File: src/escape_sequence_decoder_assert.svh
// ----------------------------------------------------------------------------
// Escape sequence decoder assertion macros
// Concurrent assertion wrappers that vanish when SYNTHESIS is defined.
// ----------------------------------------------------------------------------
`ifndef ESCAPE_SEQUENCE_DECODER_ASSERT_SVH
`define ESCAPE_SEQUENCE_DECODER_ASSERT_SVH

`ifndef SYNTHESIS

`define ESD_ASSERT_IMP(label, clk, rst, ante, cons, msg) \
   label: assert property (@(posedge clk) disable iff (rst) (ante) |-> (cons)) \
      else $error(msg);

`define ESD_ASSERT_NEXT(label, clk, rst, ante, cons, msg) \
   label: assert property (@(posedge clk) disable iff (rst) (ante) |=> (cons)) \
      else $error(msg);

`else

`define ESD_ASSERT_IMP(label, clk, rst, ante, cons, msg)

`define ESD_ASSERT_NEXT(label, clk, rst, ante, cons, msg)

`endif

`endif

File: src/esd_pkg.sv
// ----------------------------------------------------------------------------
// Escape sequence decoder package
// Shared result types and result queue sizing.
// ----------------------------------------------------------------------------
package esd_pkg;

   localparam int FIFO_DEPTH = 4;
   localparam int FIFO_PTR_W = $clog2(FIFO_DEPTH);
   localparam int FIFO_LVL_W = $clog2(FIFO_DEPTH + 1);

   typedef struct packed {
      logic [7:0] out_byte;
      logic       byte_valid;
      logic       end_of_string;
   } result_type;

   // Results produced by one character: a count of zero to two and the slots.
   typedef struct packed {
      logic [1:0] count;
      result_type slot0;
      result_type slot1;
   } decode_out_type;

endpackage

File: src/esd_decode.sv
// ----------------------------------------------------------------------------
// Escape sequence decoder core
// Holds the escape state and decodes one character into up to two results.
// ----------------------------------------------------------------------------
module esd_decode
   import esd_pkg::*;
(
   input  logic           clock,
   input  logic           reset,
   input  logic           take,
   input  logic [7:0]     in_char,
   input  logic           in_last,
   output decode_out_type dec
);

   typedef enum logic [1:0] {
      MODE_TEXT,
      MODE_ESC,
      MODE_HEX,
      MODE_OCT
   } mode_type;

   localparam logic [7:0] CH_BSLASH = 8'h5C;
   localparam logic [7:0] CH_QUOTE  = 8'h27;
   localparam logic [7:0] CH_DQUOTE = 8'h22;
   localparam logic [7:0] CH_QMARK  = 8'h3F;
   localparam logic [7:0] CH_X      = 8'h78;
   localparam logic [7:0] CH_0      = 8'h30;
   localparam logic [7:0] CH_7      = 8'h37;
   localparam logic [7:0] CH_9      = 8'h39;
   localparam logic [7:0] CH_LA     = 8'h61;
   localparam logic [7:0] CH_LF     = 8'h66;
   localparam logic [7:0] CH_LZ     = 8'h7A;
   localparam logic [7:0] CH_UA     = 8'h41;
   localparam logic [7:0] CH_UF     = 8'h46;
   localparam logic [7:0] CH_UZ     = 8'h5A;
   localparam logic [7:0] HEX_TEN   = 8'd10;

   // Returns a hit flag above the control byte for a lettered escape.
   function automatic logic [8:0] control_code(input logic [7:0] c);
      logic [8:0] r;
      r = '0;
      unique case (c)
         8'h61:   r = {1'b1, 8'd7};
         8'h62:   r = {1'b1, 8'd8};
         8'h66:   r = {1'b1, 8'd12};
         8'h72:   r = {1'b1, 8'd13};
         8'h6E:   r = {1'b1, 8'd10};
         8'h74:   r = {1'b1, 8'd9};
         8'h76:   r = {1'b1, 8'd11};
         default: r = '0;
      endcase
      return r;
   endfunction

   // Returns a hit flag above the digit value.
   function automatic logic [4:0] hex_digit(input logic [7:0] c);
      logic [4:0] r;
      r = '0;
      priority if (c >= CH_0 && c <= CH_9) begin
         r = {1'b1, 4'(c - CH_0)};
      end else if (c >= CH_LA && c <= CH_LF) begin
         r = {1'b1, 4'(c - CH_LA + HEX_TEN)};
      end else if (c >= CH_UA && c <= CH_UF) begin
         r = {1'b1, 4'(c - CH_UA + HEX_TEN)};
      end else begin
         r = '0;
      end
      return r;
   endfunction

   mode_type   mode_ff, mode_in;
   logic [1:0] cnt_ff, cnt_in;
   logic [7:0] acc_ff, acc_in;

   logic [1:0] n;
   logic [7:0] slot_byte [2];
   logic       slot_vld  [2];
   logic       slot_eos  [2];
   logic       do_text;
   logic [8:0] ctrl;
   logic [4:0] hex;
   logic       is_oct;
   logic       is_letter;
   logic [1:0] cnt_next;
   logic [7:0] acc_next;

   assign ctrl      = control_code(in_char);
   assign hex       = hex_digit(in_char);
   assign is_oct    = (in_char >= CH_0) && (in_char <= CH_7);
   assign is_letter = ((in_char >= CH_LA) && (in_char <= CH_LZ))
                   || ((in_char >= CH_UA) && (in_char <= CH_UZ));

   always_comb begin
      mode_in      = mode_ff;
      cnt_in       = cnt_ff;
      acc_in       = acc_ff;
      n            = 2'd0;
      slot_byte[0] = '0;
      slot_byte[1] = '0;
      slot_vld[0]  = 1'b0;
      slot_vld[1]  = 1'b0;
      slot_eos[0]  = 1'b0;
      slot_eos[1]  = 1'b0;
      do_text      = 1'b0;
      cnt_next     = cnt_ff + 2'd1;
      acc_next     = '0;

      unique case (mode_ff)
         MODE_TEXT: begin
            do_text = 1'b1;
         end
         MODE_ESC: begin
            mode_in = MODE_TEXT;
            priority if (ctrl[8]) begin
               slot_byte[n[0]] = ctrl[7:0];
               slot_vld[n[0]]  = 1'b1;
               n               = n + 2'd1;
            end else if (in_char == CH_QMARK || in_char == CH_BSLASH
                         || in_char == CH_QUOTE || in_char == CH_DQUOTE) begin
               slot_byte[n[0]] = in_char;
               slot_vld[n[0]]  = 1'b1;
               n               = n + 2'd1;
            end else if (in_char == CH_X) begin
               mode_in = MODE_HEX;
               cnt_in  = 2'd0;
               acc_in  = '0;
            end else if (is_oct) begin
               mode_in = MODE_OCT;
               cnt_in  = 2'd1;
               acc_in  = {5'd0, in_char[2:0]};
            end else if (is_letter) begin
               mode_in = MODE_TEXT;
            end else begin
               slot_byte[n[0]] = '0;
               slot_vld[n[0]]  = 1'b1;
               n               = n + 2'd1;
               do_text         = 1'b1;
            end
         end
         MODE_HEX: begin
            if (hex[4]) begin
               acc_next = {acc_ff[3:0], hex[3:0]};
               if (cnt_next >= 2'd2) begin
                  slot_byte[n[0]] = acc_next;
                  slot_vld[n[0]]  = 1'b1;
                  n               = n + 2'd1;
                  mode_in         = MODE_TEXT;
                  cnt_in          = 2'd0;
                  acc_in          = '0;
               end else begin
                  cnt_in = cnt_next;
                  acc_in = acc_next;
               end
            end else begin
               slot_byte[n[0]] = acc_ff;
               slot_vld[n[0]]  = 1'b1;
               n               = n + 2'd1;
               cnt_in          = 2'd0;
               acc_in          = '0;
               do_text         = 1'b1;
            end
         end
         MODE_OCT: begin
            if (is_oct) begin
               acc_next = {acc_ff[4:0], in_char[2:0]};
               if (cnt_next == 2'd3 || cnt_next == 2'd0) begin
                  slot_byte[n[0]] = acc_next;
                  slot_vld[n[0]]  = 1'b1;
                  n               = n + 2'd1;
                  mode_in         = MODE_TEXT;
                  cnt_in          = 2'd0;
                  acc_in          = '0;
               end else begin
                  cnt_in = cnt_next;
                  acc_in = acc_next;
               end
            end else begin
               slot_byte[n[0]] = acc_ff;
               slot_vld[n[0]]  = 1'b1;
               n               = n + 2'd1;
               cnt_in          = 2'd0;
               acc_in          = '0;
               do_text         = 1'b1;
            end
         end
         default: begin
            mode_in = MODE_TEXT;
         end
      endcase

      if (do_text) begin
         if (in_char == CH_BSLASH) begin
            mode_in = MODE_ESC;
         end else begin
            mode_in         = MODE_TEXT;
            slot_byte[n[0]] = in_char;
            slot_vld[n[0]]  = 1'b1;
            n               = n + 2'd1;
         end
      end

      if (in_last) begin
         priority if (mode_in == MODE_ESC) begin
            slot_byte[n[0]] = '0;
            slot_vld[n[0]]  = 1'b1;
            n               = n + 2'd1;
         end else if (mode_in == MODE_HEX || mode_in == MODE_OCT) begin
            slot_byte[n[0]] = acc_in;
            slot_vld[n[0]]  = 1'b1;
            n               = n + 2'd1;
         end else begin
            mode_in = MODE_TEXT;
         end
         // A string that yields no byte still gets one result to close it.
         if (n == 2'd0) begin
            slot_byte[0] = '0;
            slot_vld[0]  = 1'b0;
            n            = 2'd1;
         end
         if (n == 2'd1) begin
            slot_eos[0] = 1'b1;
         end else begin
            slot_eos[1] = 1'b1;
         end
         mode_in = MODE_TEXT;
         cnt_in  = 2'd0;
         acc_in  = '0;
      end
   end

   assign dec.count               = n;
   assign dec.slot0.out_byte      = slot_byte[0];
   assign dec.slot0.byte_valid    = slot_vld[0];
   assign dec.slot0.end_of_string = slot_eos[0];
   assign dec.slot1.out_byte      = slot_byte[1];
   assign dec.slot1.byte_valid    = slot_vld[1];
   assign dec.slot1.end_of_string = slot_eos[1];

   always_ff @(posedge clock) begin
      if (reset) begin
         mode_ff <= MODE_TEXT;
         cnt_ff  <= 2'd0;
         acc_ff  <= '0;
      end else if (take) begin
         mode_ff <= mode_in;
         cnt_ff  <= cnt_in;
         acc_ff  <= acc_in;
      end
   end

endmodule

File: src/esd_result_fifo.sv
// ----------------------------------------------------------------------------
// Escape sequence decoder result queue
// Takes up to two result words a cycle and hands them out one at a time.
// ----------------------------------------------------------------------------
module esd_result_fifo
   import esd_pkg::*;
(
   input  logic                  clock,
   input  logic                  reset,
   input  logic                  push,
   input  decode_out_type        dec,
   output logic [FIFO_LVL_W-1:0] space,
   output logic                  rsp_valid,
   input  logic                  rsp_stall,
   output logic [7:0]            rsp_out_byte,
   output logic                  rsp_byte_valid,
   output logic                  rsp_end_of_string
);

   result_type mem [FIFO_DEPTH];

   logic [FIFO_PTR_W-1:0] wr_ptr_ff, wr_ptr_in;
   logic [FIFO_PTR_W-1:0] rd_ptr_ff, rd_ptr_in;
   logic [FIFO_LVL_W-1:0] level_ff, level_in;
   logic [FIFO_LVL_W-1:0] push_n;
   logic                  pop;
   result_type            head;

   assign push_n    = push ? FIFO_LVL_W'(dec.count) : '0;
   assign pop       = rsp_valid && !rsp_stall;
   assign wr_ptr_in = FIFO_PTR_W'(wr_ptr_ff + FIFO_PTR_W'(push_n));
   assign rd_ptr_in = pop ? FIFO_PTR_W'(rd_ptr_ff + 1'b1) : rd_ptr_ff;
   assign level_in  = level_ff + push_n - FIFO_LVL_W'(pop);
   assign space     = FIFO_LVL_W'(FIFO_DEPTH) - level_ff;

   assign head              = mem[rd_ptr_ff];
   assign rsp_valid         = (level_ff != '0);
   assign rsp_out_byte      = head.out_byte;
   assign rsp_byte_valid    = head.byte_valid;
   assign rsp_end_of_string = head.end_of_string;

   always_ff @(posedge clock) begin
      if (push && dec.count != 2'd0) begin
         mem[wr_ptr_ff] <= dec.slot0;
      end
      if (push && dec.count == 2'd2) begin
         mem[FIFO_PTR_W'(wr_ptr_ff + 1'b1)] <= dec.slot1;
      end
   end

   always_ff @(posedge clock) begin
      if (reset) begin
         wr_ptr_ff <= '0;
         rd_ptr_ff <= '0;
         level_ff  <= '0;
      end else begin
         wr_ptr_ff <= wr_ptr_in;
         rd_ptr_ff <= rd_ptr_in;
         level_ff  <= level_in;
      end
   end

endmodule

File: src/escape_sequence_decoder.sv
// Path: a taken character is held in the input register, decoded as it leaves it and
// written into the result queue, which then offers its first result word.
// Throughput: one character per cycle; the four-word result queue absorbs the
// second word of a two-result character and stalls the input only when it lacks
// room for all the words of the waiting character.
// Reset: synchronous, active high; it returns to plain text and empties the queue.
// ----------------------------------------------------------------------------
// Escape sequence decoder
// Decodes C string escapes from a character stream into bytes.
// ----------------------------------------------------------------------------
`include "escape_sequence_decoder_assert.svh"

module escape_sequence_decoder
   import esd_pkg::*;
(
   input  logic       clock,
   input  logic       reset,
   input  logic       req_valid,
   output logic       req_stall,
   input  logic [7:0] req_in_char,
   input  logic       req_in_last,
   output logic       rsp_valid,
   input  logic       rsp_stall,
   output logic [7:0] rsp_out_byte,
   output logic       rsp_byte_valid,
   output logic       rsp_end_of_string
);

   logic                  in_vld_ff;
   logic [7:0]            in_char_ff;
   logic                  in_last_ff;
   logic                  advance;
   logic                  load;
   logic [FIFO_LVL_W-1:0] space;
   decode_out_type        dec;

   assign advance   = in_vld_ff && (FIFO_LVL_W'(dec.count) <= space);
   assign req_stall = in_vld_ff && !advance;
   assign load      = req_valid && !req_stall;

   always_ff @(posedge clock) begin
      if (reset) begin
         in_vld_ff <= 1'b0;
      end else if (load) begin
         in_vld_ff <= 1'b1;
      end else if (advance) begin
         in_vld_ff <= 1'b0;
      end
   end

   always_ff @(posedge clock) begin
      if (load) begin
         in_char_ff <= req_in_char;
         in_last_ff <= req_in_last;
      end
   end

   esd_decode u_decode (
      .clock   (clock),
      .reset   (reset),
      .take    (advance),
      .in_char (in_char_ff),
      .in_last (in_last_ff),
      .dec     (dec)
   );

   esd_result_fifo u_fifo (
      .clock             (clock),
      .reset             (reset),
      .push              (advance),
      .dec               (dec),
      .space             (space),
      .rsp_valid         (rsp_valid),
      .rsp_stall         (rsp_stall),
      .rsp_out_byte      (rsp_out_byte),
      .rsp_byte_valid    (rsp_byte_valid),
      .rsp_end_of_string (rsp_end_of_string)
   );

   `ESD_ASSERT_IMP(a_last_closes, clock, reset, advance && in_last_ff, (dec.count == 2'd1) ? dec.slot0.end_of_string : dec.slot1.end_of_string, "Final character did not mark its last result word.")
   `ESD_ASSERT_IMP(a_no_early_eos, clock, reset, advance && !in_last_ff, !dec.slot0.end_of_string && !dec.slot1.end_of_string, "End of string flagged before the final character.")
   `ESD_ASSERT_NEXT(a_result_follows, clock, reset, advance && dec.count != 2'd0, rsp_valid, "Decoded result word missing from the result queue.")

endmodule

File: config.mk
export PLATFORM = sky130hd
export DESIGN_NAME = escape_sequence_decoder
export DESIGN_NICKNAME = d
export VERILOG_FILES = /design/src/esd_pkg.sv /design/src/esd_decode.sv /design/src/esd_result_fifo.sv /design/src/escape_sequence_decoder.sv
export VERILOG_INCLUDE_DIRS = /design/src /design/src/src
export SDC_FILE = /design/constraint.sdc
export NUM_CORES = 1
export LEC_CHECK = 0
export ABC_AREA = 1
export ABC_CLOCK_PERIOD_IN_PS = 5800
export CAP_MARGIN = 20
export CORE_MARGIN = 2
export CORE_UTILIZATION = 38
export DETAILED_ROUTE_END_ITERATION = 7
export DONT_BUFFER_PORTS = 1
export PLACE_DENSITY = 0.66
export SYNTH_ARGS = -nofsm -noshare
export SYNTH_HDL_FRONTEND = slang
export SYNTH_SLANG_ARGS = --single-unit
export TNS_END_PERCENT = 1
File: constraint.sdc
create_clock -name clock -period 5.8 [get_ports clock]
set_input_delay 1.74 -clock clock [delete_from_list [all_inputs] [get_ports clock]]
set_output_delay 1.74 -clock clock [all_outputs]
set_load 0.01 [all_outputs]
==> out/qor.txt <==
Post-route ant nets: 0
Core area: 13900 um2
R2R cell count: 35
Hold path cells: 2
Top-area cell type share of the netlist area: 0.271
Final Cell Area: 6190 um2
Final Max Slew Viols: 0
Area after DPL: 5570 um2
Top post-synthesis cells by area: edfxtp_1 27%, nand2_1 18%, dfxtp_1 8.1%
Avg Vias per Cell: 5.32
Root buf cell: clkbuf_16
IO Pins: 25
Starting Density: 0.390
Clock Sinks: 71
GRT met3 Usage: 0.0430
H-tree levels: 3
Leak: 2.75 nW
Critical path's slowest cell: edfxtp_1
Yosys top cell by area: edfxtp_1
Sequential element share of the synthesized area: 0.352
Layout Nets: 837
Worst EP required: 4.06 ns
Die Wd: 124 um
Rows: 43
Final period util: 0.975
Crit path depth: 28
Power density cells: 302 nW/um2
# DRC: 0
Via Count: 5276
Maximum achievable frequency: 177 MHz
CP bufs+invs: 6
Post-Synthesis Cells: 786
Final Wtd Congestion: 0.971
Hold WC Path Type: reg -> reg
Status: completed
Post-synth net total: 817
Layer with the highest usage: met2
Clock Skews: 0.00840 ns
Final hold vios: 0
Wire per inst: 15.2 um
GRT Total Usage: 0.205
VDD IR-drop max: 147 uV
Synth Warn #: 0
Initial antenna violation count: 0
Met1 usage: 0.273
Largest net degree at the start of global routing: 45
Worst Tran Pin Value: 0.990 ns
Min Clock Period, post-route: 5.66 ns
Die footprint: 15300 um2
Share of cells above drive strength 1: 0.144
Dpl hpwl: 11300 um
Synthesized area per cell: 6.92 um2
Main synth FF type: edfxtp_1
Clock slew at reported path FFs: 0.06 ns
Count leader, synth: nand2_1
Synth-to-layout area growth: 13.8%
Critical path arrival: 3.92 ns
Post-synth top cells: 264 x nand2_1, 83 x nor2_1, 81 x inv_1
Ys async rst share: 0
Startpoint types: flip-flop
Top delay family on crit path: simple AND/OR/NAND/NOR gates
Pre-Repair DR Iteration Count: 5
Yosys reg bits: 71
CTS Buffer Depth: 2
First-iteration detailed-routing DRC count: 538
Final setup fails: 0
Post-synthesis cell area: 5440 um2
CTS Buf Count: 9
Met2 usage: 0.329
Worst path max stage delay: 0.49 ns
Largest fanout on the critical path: 6
Setup TNS after final layout: 0 ns
Synth cell types: 38
EDFF count, synth: 49
Grt ovf: 0
Die height: 124 um
Clk Latency, worst-skew pair: 0.35 ns
CTS tree: built
Antenna Cells: 0
PortBufs: 0
Top cell by count, worst path: nand2_1
Vias in the first global route: 4802
Hold slack: 0.458 ns
First-pass GRT wire length: 24400 um
Critical Path End Type: output pin
Rel. slew slack: 0.337
Critical path type: reg -> out
Max Cap Viol: 0
Routed wire length: 15100 um
Post-CTS Hold Buffers: 0
==> layout by cell type (no fill, tap or decap), types with 4 or more instances in the layout <==
cell type / n
a21oi_1: 26
a31oi_1: 6
buf_4: 33
clkbuf_16: 9
dfxtp_1: 22
edfxtp_1: 49
ha_1: 13
inv_1: 77
inv_2: 9
nand2_1: 259
nand2_2: 12
nand2_4: 6
nand3_1: 39
nand3_2: 5
nand3_4: 6
nand4_1: 47
nor2_1: 74
nor2_2: 13
nor2_4: 6
o21ai_0: 42
o21ai_1: 4
o22ai_1: 15
==> repair_timing <==
| action | CTS | global route |
|---|---|---|
| endpoints found under the setup margin | 1 | 1 |
| buffers inserted | 2 | 23 |
| pin swaps | 1 | 13 |
| resized for setup | 6 | 33 |
| cloned | 0 | 0 |
==> path summary, 6_finish.rpt <==
kind | start | end | slack [ns]
hold / removal | u_decode.acc_ff[6]$_SDFFE_PP0N_ | u_decode.acc_ff[6]$_SDFFE_PP0N_ | 0.46
hold reg to reg | u_decode.acc_ff[6]$_SDFFE_PP0N_ | u_decode.acc_ff[6]$_SDFFE_PP0N_ | 0.46
setup reg to reg | in_char_ff[4]$_DFFE_PP_ | u_fifo.level_ff[2]$_SDFF_PP0_ | 0.68
setup / recovery | in_char_ff[4]$_DFFE_PP_ | req_stall | 0.14
==> cell families (layout without fill, tap and decap cells) <==
family,after synthesis,after routing,synth area share
AOI/OAI and AO/OA,101,101,0.101
xor gates and xnor gates,4,4,0.00644
adders and majority gates,18,18,0.0428
buffers and inverters,116,141,0.0934
DFF,71,71,0.352
and+or+nand+nor,476,476,0.405
==> registers in the layout, indices dropped and copies added (netlist names), named ones only <==
signal and count:
u_fifo.wr_ptr_ff 2, in_vld_ff 1, in_char_ff 8, u_decode.mode_ff 2, u_decode.acc_ff 8, u_fifo.rd_ptr_ff 2
in_last_ff 1, u_fifo.level_ff 3, u_fifo.mem 40, u_decode.cnt_ff 2
==> metal layers <==
| metal | wire, um | up-vias |
|---|---|---|
| li1 | - | 2644 |
| met1 | 6870 | 2395 |
| met2 | 6970 | 207 |
| met3 | 914 | 30 |
| met4 | 336 | 0 |
| met5 | 0 | - |
==> where the power goes <==
group / total (W) / leakage, nW / internal [W] / switching, W
logic: 0.000605 / 1.97 / 0.000190 / 0.000415
clock network: 0.000590 / 0.150 / 0.000375 / 0.000215
registers: 0.000674 / 0.627 / 0.000627 / 0.0000469
==> metrics by stage <==
step	std cells	power (W)	worst slack (ns)	utilization
floorplan	786	0.00111	0.156	-
global placement	950	0.00122	0.250	0.400
detailed placement	950	0.00123	0.166	0.400
CTS	968	0.00183	0.0107	0.425
global route	991	0.00200	-0.0982	0.444
finish	991	0.00187	0.143	0.444
==> layout make-up <==
cell class | instances | area [um2]
flip-flops and latches | 71 | 1910
well taps | 180 | 225
clock buffers | 10 | 229
multi-input cells | 599 | 3120
fillers | 1392 | 7750
clock inverters | 6 | 85.1
repair buffers | 35 | 270
inverters | 90 | 345
==> worst register-to-register path: cells and delay by family (launching register included) <==
kind	cells	cell delay [ns]
AOI/OAI and AO/OA	3	0.28
adders and majority gates	5	1.44
buffers and inverters	8	0.67
DFF	1	0.49
and+or+nand+nor	19	2.15
No activity file was read; power rests on OpenSTA's default activity.
